`src/design/rlst_pkg.sv`:
```
// ----------------------------------------------------------------------------
// rlst_pkg
// Shared constants, codes and types of the reference-counted label slot table.
// ----------------------------------------------------------------------------
`default_nettype none

package rlst_pkg;

   // default geometry
   localparam int NUM_MAPS_DEF      = 64;
   localparam int SLOTS_PER_MAP_DEF = 16;
   localparam int LABEL_BITS_DEF    = 16;

   // fixed field widths of the request and response ports
   localparam int OPCODE_W    = 2;
   localparam int MAP_INDEX_W = 6;
   localparam int REQ_LABEL_W = 16;
   localparam int STATUS_W    = 2;
   localparam int SLOT_OUT_W  = 4;
   localparam int COUNT_W     = 16;

   localparam logic [COUNT_W-1:0] COUNT_MAX = 16'hFFFF;

   // request opcodes
   localparam logic [OPCODE_W-1:0] OP_ACQUIRE = 2'd0;
   localparam logic [OPCODE_W-1:0] OP_RELEASE = 2'd1;
   localparam logic [OPCODE_W-1:0] OP_CLEAR   = 2'd2;

   // response status codes
   localparam logic [STATUS_W-1:0] ST_OK        = 2'd0;
   localparam logic [STATUS_W-1:0] ST_NO_SPACE  = 2'd1;
   localparam logic [STATUS_W-1:0] ST_NOT_FOUND = 2'd2;

   // outcome of one row update
   typedef struct packed {
      logic                  write_en;
      logic [STATUS_W-1:0]   status;
      logic [SLOT_OUT_W-1:0] slot;
      logic [COUNT_W-1:0]    ref_count;
   } rlst_result_type;

endpackage : rlst_pkg

`default_nettype wire

```
`src/design/rlst_row_update.sv`:
```
// ----------------------------------------------------------------------------
// rlst_row_update
// Compares all slots of one bank row, applies acquire or release and builds
// the row to write back together with the response fields.
// ----------------------------------------------------------------------------
`default_nettype none

module rlst_row_update import rlst_pkg::*; #(
   parameter int SLOTS_PER_MAP = SLOTS_PER_MAP_DEF,
   parameter int LABEL_BITS    = LABEL_BITS_DEF
) (
   input  wire logic [OPCODE_W-1:0]                             opcode,
   input  wire logic                                            in_range,
   input  wire logic                                            row_valid,
   input  wire logic [LABEL_BITS-1:0]                           label,
   input  wire logic [SLOTS_PER_MAP-1:0][LABEL_BITS+COUNT_W:0]  row_in,
   output logic      [SLOTS_PER_MAP-1:0][LABEL_BITS+COUNT_W:0]  row_out,
   output rlst_result_type                                      result
);

   localparam int SLOT_W = $clog2(SLOTS_PER_MAP);
   localparam int OCC_B  = LABEL_BITS + COUNT_W;

   logic [SLOTS_PER_MAP-1:0][LABEL_BITS+COUNT_W:0] row_m;
   logic [SLOTS_PER_MAP-1:0] hit_vec;
   logic [SLOTS_PER_MAP-1:0] free_vec;
   logic [SLOT_W-1:0]        hit_idx;
   logic [SLOT_W-1:0]        free_idx;
   logic [COUNT_W-1:0]       hit_cnt;
   logic [COUNT_W-1:0]       new_cnt;

   // mask occupancy of a row that has not been written since reset or clear
   always_comb begin
      for (int s = 0; s < SLOTS_PER_MAP; s++) begin
         row_m[s]        = row_in[s];
         row_m[s][OCC_B] = row_in[s][OCC_B] & row_valid;
         hit_vec[s]      = row_m[s][OCC_B] && (row_m[s][COUNT_W +: LABEL_BITS] == label);
         free_vec[s]     = !row_m[s][OCC_B];
      end
   end

   // lowest matching and lowest free slot
   always_comb begin
      hit_idx  = '0;
      free_idx = '0;
      for (int s = SLOTS_PER_MAP - 1; s >= 0; s--) begin
         if (hit_vec[s]) begin
            hit_idx = SLOT_W'(s);
         end
         if (free_vec[s]) begin
            free_idx = SLOT_W'(s);
         end
      end
   end

   assign hit_cnt = row_m[hit_idx][COUNT_W-1:0];

   always_comb begin
      row_out = row_m;
      result  = '{write_en: 1'b0, status: ST_OK, slot: '0, ref_count: '0};
      new_cnt = '0;
      unique case (opcode)
         OP_ACQUIRE: begin
            if (!in_range) begin
               result.status = ST_NO_SPACE;
            end else if (|hit_vec) begin
               new_cnt                       = (hit_cnt == COUNT_MAX) ? hit_cnt
                                                                      : hit_cnt + 16'd1;
               row_out[hit_idx][COUNT_W-1:0] = new_cnt;
               result.write_en               = 1'b1;
               result.slot                   = SLOT_OUT_W'(hit_idx);
               result.ref_count              = new_cnt;
            end else if (|free_vec) begin
               new_cnt           = 16'd1;
               row_out[free_idx] = {1'b1, label, new_cnt};
               result.write_en   = 1'b1;
               result.slot       = SLOT_OUT_W'(free_idx);
               result.ref_count  = new_cnt;
            end else begin
               result.status = ST_NO_SPACE;
            end
         end
         OP_RELEASE: begin
            if (!in_range || !(|hit_vec)) begin
               result.status = ST_NOT_FOUND;
            end else begin
               // drop the slot when its count falls below one
               if (hit_cnt <= 16'd1) begin
                  row_out[hit_idx] = '0;
               end else begin
                  new_cnt                       = hit_cnt - 16'd1;
                  row_out[hit_idx][COUNT_W-1:0] = new_cnt;
               end
               result.write_en  = 1'b1;
               result.slot      = SLOT_OUT_W'(hit_idx);
               result.ref_count = new_cnt;
            end
         end
         default: begin
            // clear and the unused code answer ok with zero fields
         end
      endcase
   end

endmodule : rlst_row_update

`default_nettype wire

```
`config.mk`:
```
export PLATFORM = sky130hd
export DESIGN_NAME = rlst_row_update
export DESIGN_NICKNAME = d
export VERILOG_FILES = /design/src/design/rlst_pkg.sv /design/src/design/rlst_row_update.sv
export SDC_FILE = /design/constraint.sdc
export NUM_CORES = 2
export LEC_CHECK = 0
export ABC_AREA = 0
export BUFFER_PORTS_ARGS = -buffer_cell sky130_fd_sc_hd__buf_4
export CAP_MARGIN = 20
export CORE_AREA = 2 2 424 426
export DETAILED_ROUTE_END_ITERATION = 10
export DIE_AREA = 0 0 426 428
export PLACE_DENSITY = 0.36
export SYNTH_ARGS = -nofsm -noshare
export SYNTH_HDL_FRONTEND = slang
export SYNTH_SLANG_ARGS = --single-unit
```
`constraint.sdc`:
```
create_clock -name vclk -period 10.9
set_input_delay 2.18 -clock vclk [all_inputs]
set_output_delay 2.18 -clock vclk [all_outputs]
set_load 0.05 [all_outputs]
```
==> reports/qor.yml <==
run_status: "complete, but fails checks"
violations: "setup timing"
area_growth_pct: 93.1
syn_inst: 2836
dieArea_um2: 182000
seq_cell_count: 0
place_congestion: 1.01
p_clk_share_pct: 0
grt_pass1_wl_um: 369000
drv_slew: 0
yosysUniqueCellTypes: 103
rsz0062_at_grt: "yes"
startpoint_type: "input port"
grt_antenna_before_repair: 40
critPathMaxStageDelay_ns: 0.69
cp_common_cell: "buf_4"
switching_share_pct: 67.7
max_freq_mhz: 91.3
yosysTopAreaCell: "a22o_1"
core_um2: 178000
fin_crit_sh_pct: 100
syn_area_per_cell_um2: 6.31
hold_viol: 0
drt.antenna.violating_nets: 0
syn_area_um2: 17900
p_int_uw: 559
wl_per_cell_um: 43.5
vias: 34800
dp_hpwl_um: 258000
tightest_slew_ns: 1.31
cts_hold_buffers: 0
drv_cap: 0
finish.utilization_pct: 19.4
die_x_um: 426
p_per_area_nw_per_um2: 50.2
slew_headroom_pct: 11.6
port-buffer-count: 1099
crit_path_top_delay_cell: "or4b_2"
worst-path-buf-inv: 10
hold_depth: 3
seq_power_share_pct: 0
grt_pass1_vias: 33900
drtPass1Iterations: 6
post-route-drc-count: 0
rows: 155
p_comb_share_pct: 100.0
fin_crit_ns: 10.95
grt_overflow: 0
multi_input_area_um2: 17000
grt_max_degree: 33
nNetsFinal: 4944
fillCellCount: 20600
synthTopCellsByArea: "a22o_1, xor2_1, o21ai_0, nand2_1, xnor2_1"
end_kind: "output port"
finalSetupViolCount: 1
io_pins: 1099
path_class: "in -> out"
yosysSeqAreaShare_pct: 0
hp-class: "in -> out"
track_usage_pct: 30.5
worst_slack_ns: -0.0474
critPathTopFamily: "simple AND/OR/NAND/NOR gates"
vias_per_cell: 5.14
p_leak_nw: 15.4
dieHeight_um: 428
peakVddDrop_mv: 0.0299
ys_warn_count: 0
cp.required_ns: 8.72
holdWs_ns: 4.75
crit_fanout: 15
start_util_pct: 10.1
worstPathArrival_ns: 8.77
wl_um: 295000
drt_first_iter_violations: 4041
synth_top_area_share_pct: 12.9
pre_cts_ws_ns: -0.758
crit_cells: 28
nClkBuffers: 0
regArea_um2: 0
p_sw_mw: 1.17
synth.net_count: 3387
layout-drive-gt1-share_pct: 44.5
==> per-layer routing <==
layer,share of wire [%],GRT usage [%]
met3,6.2,4.22
met2,48,52.6
met5,0.0085,0
met4,6.9,17.0
met1,39,36.1
==> power by group through the flow <==
stage	sequential, mW	combinational [mW]	clock, mW
4_1_cts	0	1.71	0
6_report	0	1.73	0.000000307
3_3_place_gp	0	1.71	0
2_1_floorplan	0	0.800	0
5_1_grt	0	1.76	0.000000260
3_5_place_dp	0	1.70	0
==> cells in the mapped netlist (all sizes together) (27+ instances only) <==
cell type and count:
xor2 164, a22o 263, and2 44, nor2b 27, nand4 55, nor4 71
clkbuf 146, inv 42, o211ai 46, a22oi 117, nand3 87, nor3 109
a21oi 136, nand2 300, xnor2 113, nor2 230, buf 88, o22ai 32
o21ai 282
==> cells in the final DEF, fill, tap and decap left out, drive strengths merged, types with 14 or more instances in the layout <==
| cell type | count |
|---|---|
| a211oi | 15 |
| o21bai | 15 |
| nor2b | 27 |
| nand3 | 87 |
| o21ai | 282 |
| nand4 | 55 |
| and2 | 44 |
| nor4b | 19 |
| nand2b | 20 |
| o211ai | 46 |
| o31ai | 19 |
| inv | 42 |
| a31oi | 23 |
| a21o | 19 |
| o22ai | 32 |
| buf | 1789 |
| nor2 | 230 |
| diode | 33 |
| o221ai | 20 |
| and3 | 26 |
| a21oi | 136 |
| or3 | 21 |
| xnor2 | 113 |
| nand2 | 300 |
| a22o | 263 |
| mux2i | 25 |
| a22oi | 117 |
| and4 | 14 |
| or2 | 26 |
| nor3 | 109 |
| xor2 | 164 |
| a2bb2oi | 20 |
| nor4 | 71 |
==> layout make-up <==
| cell class | instances | area share, % |
|---|---|---|
| Inverter | 42 | 0.456 |
| Tap cell | 2355 | 8.53 |
| Antenna cell | 33 | 0.239 |
| Timing Repair Buffer | 1789 | 41.4 |
| Multi-Input combinational cell | 2560 | 49.4 |
==> per-stage QoR <==
step / std cells / area (um^2) / TNS (ns) / power, mW
floorplan: 2836 / 17900 / 0 / 0.800
global placement: 6738 / 34100 / -288.47 / 1.71
detailed placement: 6742 / 34200 / -33.48 / 1.70
CTS: 6744 / 34300 / -0.0222 / 1.71
global route: 6767 / 34500 / -0.162 / 1.76
finish: 6779 / 34500 / -0.0474 / 1.73
==> final timing paths <==
path / end / startpoint / slack, ns
worst min-delay path: row_out[219] / row_in[219] / 4.75
worst max-delay path: row_out[207] / label[0] / -0.05
==> repair_timing <==
action / CTS / global route
endpoints found under the setup margin: 272 / 221
pin swaps: 1 / 3
gates resized for setup: 42 / 31
setup buffers: 2 / 2
==> cell families (layout without fill, tap and decap cells) <==
logic type                 after synthesis  in the layout  synth area share (%)
buffers and inverters                  276           1831                  7.10
AOI/OAI and AO/OA                     1124           1124                  44.3
muxes                                   36             36                  2.09
adders and majority gates                3              3                 0.210
other                                    0             33                     0
xor gates and xnor gates               277            277                  13.6
and+or+nand+nor                       1120           1120                  32.7
(Power assumes the default switching activity.)
